==> src/hw/rtl/arpc_pkg.sv <==
`timescale 1ns / 1ps
// ----------------------------------------------------------------------------
// ARP cache package
// Sizes and command codes shared by the ARP cache, its channels and checker.
// ----------------------------------------------------------------------------
package arpc_pkg;

   // Number of address pairs held in the cache
   localparam int ENTRIES = 8;
   // Index width for the cache table
   localparam int IDX_W   = (ENTRIES > 1) ? $clog2(ENTRIES) : 1;

   localparam int IP_W  = 32;
   localparam int MAC_W = 48;

   typedef logic [IP_W-1:0]  ip_type;
   typedef logic [MAC_W-1:0] mac_type;
   typedef logic [IDX_W-1:0] idx_type;

   // Command codes on the request channel
   localparam logic CMD_UPDATE = 1'b0;
   localparam logic CMD_CHECK  = 1'b1;

endpackage

==> src/hw/rtl/arpc_req_if.sv <==
`timescale 1ns / 1ps
// ----------------------------------------------------------------------------
// ARP cache request channel
// Valid/ready channel that carries one lookup or update command per beat.
// ----------------------------------------------------------------------------
interface arpc_req_if;
   logic              valid;
   logic              ready;
   logic              cmd;
   arpc_pkg::ip_type  ip_addr;
   arpc_pkg::mac_type new_mac;

   modport source (output valid, output cmd, output ip_addr, output new_mac, input ready);
   modport sink   (input valid, input cmd, input ip_addr, input new_mac, output ready);
endinterface

==> src/hw/rtl/arpc_rsp_if.sv <==
`timescale 1ns / 1ps
// ----------------------------------------------------------------------------
// ARP cache response channel
// Valid/ready channel that carries the found flag and MAC of one command.
// ----------------------------------------------------------------------------
interface arpc_rsp_if;
   logic              valid;
   logic              ready;
   logic              found;
   arpc_pkg::mac_type mac_out;

   modport source (output valid, output found, output mac_out, input ready);
   modport sink   (input valid, input found, input mac_out, output ready);
endinterface

==> src/hw/rtl/arp_cache_lookup_update.sv <==
`timescale 1ns / 1ps
// ----------------------------------------------------------------------------
// ARP cache lookup and update
// Small IPv4-to-MAC table with lowest-index match and round-robin refill.
// ----------------------------------------------------------------------------
// The cache holds ENTRIES address pairs, all zero after reset, so a lookup of
// address zero hits the lowest entry not yet refilled. An update beat
// rewrites the MAC of the first matching entry (found = 1) or, on a miss,
// stores the pair at the round-robin pointer (found = 0); its response always
// carries MAC zero. A check beat returns found and the stored MAC, or zero on
// a miss, and leaves the table alone. The table has one read port and one
// address comparator that step through the entries from index zero, a read
// state then a compare state per entry examined, until a match or the last
// entry; an update then passes through a write state. One command is in
// flight at a time; a finished response waits in its output register while
// the next request beat is already taken.
// ----------------------------------------------------------------------------
module arp_cache_lookup_update (
   input  logic        clock,
   input  logic        reset,
   arpc_req_if.sink    req_chan,
   arpc_rsp_if.source  rsp_chan
);

   localparam logic [2:0] ST_IDLE  = 3'd0;
   localparam logic [2:0] ST_READ  = 3'd1;
   localparam logic [2:0] ST_CMP   = 3'd2;
   localparam logic [2:0] ST_WRITE = 3'd3;
   localparam logic [2:0] ST_DONE  = 3'd4;

   localparam arpc_pkg::idx_type LAST_IDX = arpc_pkg::IDX_W'(arpc_pkg::ENTRIES - 1);

   // Control state
   logic [2:0]         state_ff, state_in;
   arpc_pkg::idx_type  idx_ff, idx_in;
   arpc_pkg::idx_type  ptr_ff, ptr_in;
   logic               found_ff, found_in;
   arpc_pkg::mac_type  res_mac_ff, res_mac_in;
   logic               rsp_valid_ff, rsp_valid_in;
   logic [arpc_pkg::ENTRIES-1:0] vld_ff;

   // Payload registers
   logic               cmd_ff;
   arpc_pkg::ip_type   key_ff;
   arpc_pkg::mac_type  mac_ff;
   logic               rsp_found_ff;
   arpc_pkg::mac_type  rsp_mac_ff;

   // Table and its read data
   arpc_pkg::ip_type   ip_mem  [arpc_pkg::ENTRIES];
   arpc_pkg::mac_type  mac_mem [arpc_pkg::ENTRIES];
   arpc_pkg::ip_type   rd_ip_ff;
   arpc_pkg::mac_type  rd_mac_ff;
   logic               rd_vld_ff;

   logic               accept;
   logic               rsp_free;
   logic               wr_en;
   arpc_pkg::idx_type  wr_idx;
   arpc_pkg::ip_type   eff_ip;
   arpc_pkg::mac_type  eff_mac;
   logic               hit;
   logic               last;

   assign req_chan.ready   = (state_ff == ST_IDLE);
   assign accept           = req_chan.valid && req_chan.ready;
   assign rsp_free         = !rsp_valid_ff || rsp_chan.ready;

   assign rsp_chan.valid   = rsp_valid_ff;
   assign rsp_chan.found   = rsp_found_ff;
   assign rsp_chan.mac_out = rsp_mac_ff;

   // Entries never written read as zero
   assign eff_ip  = rd_vld_ff ? rd_ip_ff  : '0;
   assign eff_mac = rd_vld_ff ? rd_mac_ff : '0;
   assign hit     = (eff_ip == key_ff);
   assign last    = (idx_ff == LAST_IDX);

   // Hit rewrites the matching entry, miss refills at the pointer
   assign wr_en  = (state_ff == ST_WRITE);
   assign wr_idx = found_ff ? idx_ff : ptr_ff;

   // Sequencer
   always_comb begin
      state_in     = state_ff;
      idx_in       = idx_ff;
      ptr_in       = ptr_ff;
      found_in     = found_ff;
      res_mac_in   = res_mac_ff;
      rsp_valid_in = rsp_valid_ff;

      if (rsp_valid_ff && rsp_chan.ready) begin
         rsp_valid_in = 1'b0;
      end

      unique case (state_ff)
         ST_IDLE: begin
            if (accept) begin
               idx_in   = '0;
               state_in = ST_READ;
            end
         end
         ST_READ: begin
            state_in = ST_CMP;
         end
         ST_CMP: begin
            if (hit) begin
               found_in   = 1'b1;
               res_mac_in = (cmd_ff == arpc_pkg::CMD_CHECK) ? eff_mac : '0;
               state_in   = (cmd_ff == arpc_pkg::CMD_CHECK) ? ST_DONE : ST_WRITE;
            end else if (last) begin
               found_in   = 1'b0;
               res_mac_in = '0;
               state_in   = (cmd_ff == arpc_pkg::CMD_CHECK) ? ST_DONE : ST_WRITE;
            end else begin
               idx_in   = idx_ff + 1'b1;
               state_in = ST_READ;
            end
         end
         ST_WRITE: begin
            // Advance the refill pointer on a miss, wrapping at the last entry
            if (!found_ff) begin
               ptr_in = (ptr_ff == LAST_IDX) ? '0 : ptr_ff + 1'b1;
            end
            state_in = ST_DONE;
         end
         ST_DONE: begin
            if (rsp_free) begin
               rsp_valid_in = 1'b1;
               state_in     = ST_IDLE;
            end
         end
         default: begin
            state_in = ST_IDLE;
         end
      endcase
   end

   // Control registers
   always_ff @(posedge clock) begin
      if (reset) begin
         state_ff     <= ST_IDLE;
         idx_ff       <= '0;
         ptr_ff       <= '0;
         found_ff     <= 1'b0;
         res_mac_ff   <= '0;
         rsp_valid_ff <= 1'b0;
      end else begin
         state_ff     <= state_in;
         idx_ff       <= idx_in;
         ptr_ff       <= ptr_in;
         found_ff     <= found_in;
         res_mac_ff   <= res_mac_in;
         rsp_valid_ff <= rsp_valid_in;
      end
   end

   // Entry valid bits, cleared together at reset
   always_ff @(posedge clock) begin
      if (reset) begin
         vld_ff <= '0;
      end else if (wr_en) begin
         vld_ff[wr_idx] <= 1'b1;
      end
   end

   // Capture the request beat
   always_ff @(posedge clock) begin
      if (accept) begin
         cmd_ff <= req_chan.cmd;
         key_ff <= req_chan.ip_addr;
         mac_ff <= req_chan.new_mac;
      end
   end

   // Load the response register once the slot is free
   always_ff @(posedge clock) begin
      if ((state_ff == ST_DONE) && rsp_free) begin
         rsp_found_ff <= found_ff;
         rsp_mac_ff   <= res_mac_ff;
      end
   end

   // Table: one write port, one registered read port at the scan index
   always_ff @(posedge clock) begin
      if (wr_en) begin
         ip_mem[wr_idx]  <= key_ff;
         mac_mem[wr_idx] <= mac_ff;
      end
      rd_ip_ff  <= ip_mem[idx_ff];
      rd_mac_ff <= mac_mem[idx_ff];
      rd_vld_ff <= vld_ff[idx_ff];
   end

endmodule

==> src/flat_wrapper.sv <==
// flat-port wrapper written by rule: the top's interface ports become plain ports
module arp_cache_lookup_update_flat 
  (clock, reset, req_chan_valid, req_chan_cmd, req_chan_ip_addr, req_chan_new_mac, req_chan_ready, rsp_chan_valid, rsp_chan_found, rsp_chan_mac_out, rsp_chan_ready);
  arpc_req_if req_chan_i ();
  arpc_rsp_if rsp_chan_i ();
  input  logic clock;
  input  logic reset;
  input wire logic [$bits(req_chan_i.valid)-1:0] req_chan_valid;
  input wire logic [$bits(req_chan_i.cmd)-1:0] req_chan_cmd;
  input wire logic [$bits(req_chan_i.ip_addr)-1:0] req_chan_ip_addr;
  input wire logic [$bits(req_chan_i.new_mac)-1:0] req_chan_new_mac;
  output wire logic [$bits(req_chan_i.ready)-1:0] req_chan_ready;
  output wire logic [$bits(rsp_chan_i.valid)-1:0] rsp_chan_valid;
  output wire logic [$bits(rsp_chan_i.found)-1:0] rsp_chan_found;
  output wire logic [$bits(rsp_chan_i.mac_out)-1:0] rsp_chan_mac_out;
  input wire logic [$bits(rsp_chan_i.ready)-1:0] rsp_chan_ready;
  assign req_chan_i.valid = req_chan_valid;
  assign req_chan_i.cmd = req_chan_cmd;
  assign req_chan_i.ip_addr = req_chan_ip_addr;
  assign req_chan_i.new_mac = req_chan_new_mac;
  assign req_chan_ready = req_chan_i.ready;
  assign rsp_chan_valid = rsp_chan_i.valid;
  assign rsp_chan_found = rsp_chan_i.found;
  assign rsp_chan_mac_out = rsp_chan_i.mac_out;
  assign rsp_chan_i.ready = rsp_chan_ready;
  arp_cache_lookup_update u_core (.clock(clock), .reset(reset), .req_chan(req_chan_i), .rsp_chan(rsp_chan_i));
endmodule
==> config.mk <==
export PLATFORM = sky130hd
export DESIGN_NAME = arp_cache_lookup_update_flat
export DESIGN_NICKNAME = d
export VERILOG_FILES = /design/src/hw/rtl/arpc_pkg.sv /design/src/hw/rtl/arpc_req_if.sv /design/src/hw/rtl/arpc_rsp_if.sv /design/src/hw/rtl/arp_cache_lookup_update.sv /design/src/flat_wrapper.sv
export SDC_FILE = /design/constraint.sdc
export NUM_CORES = 1
export LEC_CHECK = 0
export BUFFER_PORTS_ARGS = -buffer_cell sky130_fd_sc_hd__buf_2
export CELL_PAD_IN_SITES_DETAIL_PLACEMENT = 0
export CELL_PAD_IN_SITES_GLOBAL_PLACEMENT = 1
export CORE_UTILIZATION = 53
export CTS_BUF_LIST = sky130_fd_sc_hd__clkbuf_16
export CTS_CLUSTER_DIAMETER = 60
export DETAILED_ROUTE_END_ITERATION = 8
export PLACE_DENSITY = 0.76
export SLEW_MARGIN = 20
export SYNTH_ARGS = -nofsm -noshare
export SYNTH_HDL_FRONTEND = slang
export SYNTH_SLANG_ARGS = --single-unit
export TNS_END_PERCENT = 30
==> constraint.sdc <==
create_clock -name clock -period 6.9 [get_ports clock]
set_input_delay 1.035 -clock clock [delete_from_list [all_inputs] [get_ports clock]]
set_output_delay 1.035 -clock clock [all_outputs]
set_load 0.03 [all_outputs]
==> impl_metrics.csv <==
group,metric,value,unit
timing,transition_time_at_the_pin_with_the_least_slew_margin,1.035,ns
critical_path,crit_type,"reg -> reg",
global_routing,wire_length_of_the_first_global_routing_pass,105100,um
final_layout,layout.area.seq,26100,um2
timing,rsz0062_at_grt,"no",
logic_synthesis,yosys.cell_count.top_type,"edfxtp_1",
final_layout,final_std_cell_area_no_fill,38210,um2
global_routing,busiest_layer,"met2",
logic_synthesis,asyncSetResetFlopFracSynth,0,%
critical_path,startpoint_type,"register",
final_layout,multi_input_area,7134,um2
floorplanning,die_h,253.7,um
critical_path,worstPathArrival,4.26,ns
route,post_drt_via_cell_ratio,5.850,
power_and_ir_drop,power.ir.vdd_worst,0.1948,mV
timing,setup_violations,0,
placement,io_buffer_count,135,
logic_synthesis,postSynthCellCount,1772,
logic_synthesis,synth_cell_type_count,42,
route,drc,0,
route,detailedRoute.firstIterationViolations,1387,
global_routing,overflow,0,
final_layout,syn2layout_area_growth,13.85,%
logic_synthesis,synth.net_count,1861,
global_routing,groute.layer.met3.usage,3.677,%
floorplanning,core,62170,um2
clock_tree,ctsHtreeMaxLevel,3,
logic_synthesis,ys_seq_area_share,77.72,%
hold_path,holdCritPathClass,"reg -> reg",
timing,totalNegativeSetupSlack,0,ns
final_layout,fillCellCount,4482,
timing,post-route-period-util,54.80,%
timing,slew-limit-headroom,31.01,%
logic_synthesis,per_instance_average_area_after_synthesis,18.94,um2
clock_tree,cts_post_setup_buffers_inserted,0,
floorplanning,num_rows,91,
clock_tree,clock_sink_count,918,
final_layout,design.final.nets,2022,
logic_synthesis,syn_area,33560,um2
final_layout,share_of_final_layout_standard_cells_stronger_than_drive_strength_1,24.12,%
global_routing,grt_start_max_net_pins,67,
global_routing,grt.met2_usage,36.34,%
logic_synthesis,synth_seq_cells,918,
clock_tree,tritoncts_clock_tree,"yes",
global_routing,global_route.usage.met1,30.90,%
clock_tree,clock_tree.buffer_depth,3,
power_and_ir_drop,power-per-cell-area,291.9,nW/um2
run,drv_cap,0,
critical_path,r2r_setup_slack,3.12,ns
floorplanning,boundaryPins,136,
placement,placed_area,35220,um2
clock_tree,clk_root_buffer_cell,"clkbuf_16",
timing,max_clock_freq,264.5,MHz
critical_path,worst-path-max-fanout,48,
global_routing,global_route.usage.total,22.17,%
route,route.detailed.wl_per_inst,24.42,um
clock_tree,worst_skew_pair.late_latency,0.65,ns
logic_synthesis,synth_top_area_share,68.89,%
route,vias,16670,
placement,routabilityCongestion,0.7170,
critical_path,cp_data_required_time,7.38,ns
critical_path,worst_setup_path_end_kind,"register",
placement,place.detailed.hpwl,36740,um
clock_tree,clkTransAtPathRegs,0.06,ns
timing,post-route-min-period,3.781,ns
logic_synthesis,yosys_most_used_dff,"edfxtp_1",
route,first_pass_iters,5,
clock_tree,cts_resized,0,
timing,hold_violations,0,
logic_synthesis,synthesis.yosys.warnings,0,
floorplanning,chipWidth,253.7,um
floorplanning,die_outline_area,64340,um2
logic_synthesis,synth-edff-count,770,
timing,finClkSkew,0.03583,ns
route,totalWireLength,69560,um
logic_synthesis,synthTopCellsByCount,"770 x edfxtp_1, 256 x nand2_1, 162 x mux4_2, 148 x dfxtp_1, 95 x nor3b_1",
route,antenna_violating_nets_post_route,0,
outcome,run_status,"finished, final reports clean",
logic_synthesis,leading_post_synthesis_cells_by_cell_area,"edfxtp_1 69%, mux4_2 11%, dfxtp_1 8.8%",
clock_tree,cts_hold_buffers,0,
timing,slew_viol_final,0,
global_routing,grt_pass1_vias,17350,
global_routing,grt_antenna_before_repair,0,
logic_synthesis,synth_top_area_cell,"edfxtp_1",
floorplanning,initial_utilization,53.99,%
clock_tree,number_of_buffers_created_by_cts,92,
power_and_ir_drop,static_leak,12.61,nW
-- cell usage in the layout, fill, tap and decap left out, types with 2 or more instances in the layout --
cell / count
o21a_1: 16
clkinv_1: 21
o21ai_0: 4
a21oi_1: 3
a31oi_1: 5
a221o_1: 48
inv_1: 22
nand2b_1: 2
nand3_1: 16
inv_6: 4
clkinv_2: 16
clkinvlp_4: 5
edfxtp_1: 770
nor3_1: 19
buf_2: 134
nand4_1: 3
buf_12: 3
o22ai_1: 24
nand4b_1: 17
nor2b_1: 2
buf_4: 27
clkinv_8: 2
a32oi_1: 2
bufinv_16: 9
nor2_4: 9
nor4_2: 2
nand2_1: 255
dfxtp_4: 3
clkbuf_16: 93
or4_4: 2
ha_1: 3
xor2_1: 16
dfxtp_1: 144
nor3b_1: 95
mux2i_1: 3
nor2_1: 31
mux4_2: 162
-- registers in the layout (all words and copies together) (netlist names) --
name,flops
u_core.key_ff,32
u_core.vld_ff,8
u_core.rsp_chan.valid,1
u_core.idx_ff,3
u_core.ip_mem,256
u_core.mac_mem,384
u_core.ptr_ff,3
u_core.res_mac_ff,48
u_core.rd_vld_ff,1
u_core.cmd_ff,1
u_core.mac_ff,48
u_core.state_ff,3
u_core.found_ff,1
u_core.rsp_chan.found,1
u_core.rd_mac_ff,48
u_core.rsp_chan.mac_out,48
u_core.rd_ip_ff,32
-- worst max-delay path, cell delays in order (launching register included) --
cell,delay [ns]
dfxtp_4,0.74
buf_4,0.70
ha_1,0.28
ha_2,0.68
buf_4,0.47
nand2_1,0.10
o211ai_1,0.30
nor2_1,0.10
o21ai_0,0.11
a31oi_1,0.11
-- cells by family after synthesis --
kind of cell,share of synthesized area (%)
xor gates and xnor gates,0.4175
and+or+nand+nor,6.837
DFF,77.72
muxes,10.99
adders and majority gates,0.1491
buffers and inverters,1.286
AOI/OAI and AO/OA,2.598
-- power by group --
| part | leakage [nW] | total [mW] | internal, mW | switching [mW] |
|---|---|---|---|---|
| sequential | 8.21 | 6.16 | 6.07 | 0.0931 |
| clock | 1.52 | 4.84 | 2.79 | 2.05 |
| combinational | 2.88 | 0.153 | 0.0633 | 0.0896 |
-- cell type report --
class	instances	share of cell area, %
Antenna cell	1	0.006549
Clock buffer	93	6.091
Clock inverter	79	1.627
Inverter	2	0.01965
Multi-Input combinational cell	753	18.67
Sequential cell	918	68.30
Tap cell	837	2.741
Timing Repair Buffer	166	2.544
-- per-stage QoR --
| stage | power, mW | worst slack, ns | hold WS [ns] | utilization [%] | instances |
|---|---|---|---|---|---|
| 2_1_floorplan | 6.337 | 1.828 | 0.4093 | - | 1772 |
| 3_3_place_gp | 6.423 | 3.048 | 0.4255 | 56.61 | 2673 |
| 3_5_place_dp | 6.434 | 2.875 | 0.4301 | 56.65 | 2674 |
| 4_1_cts | 11.24 | 2.821 | 0.4488 | 61.39 | 2846 |
| 5_1_grt | 11.46 | 2.885 | 0.4552 | 61.46 | 2848 |
| 6_report | 11.16 | 3.119 | 0.4462 | 61.46 | 2849 |
-- per-layer routing --
| layer | wire [um] | part of all wire [%] |
|---|---|---|
| met1 | 30280 | 44 |
| met3 | 3647 | 5.2 |
| met5 | 0 | 0 |
| met4 | 1340 | 1.9 |
| met2 | 34290 | 49 |
-- path summary, 6_finish.rpt --
path | from | to | depth (start not counted)
hold / removal | u_core.res_mac_ff[42]$_SDFFE_PP0P_ | u_core.rsp_chan.mac_out[42]$_DFFE_PP_ | 0
hold reg to reg | u_core.res_mac_ff[42]$_SDFFE_PP0P_ | u_core.rsp_chan.mac_out[42]$_DFFE_PP_ | 0
setup / recovery | u_core.idx_ff[1]$_SDFFE_PP0P_ | u_core.idx_ff[2]$_SDFFE_PP0P_ | 9
setup reg to reg | u_core.idx_ff[1]$_SDFFE_PP0P_ | u_core.idx_ff[2]$_SDFFE_PP0P_ | 9
No activity file was read; power rests on OpenSTA's default activity.
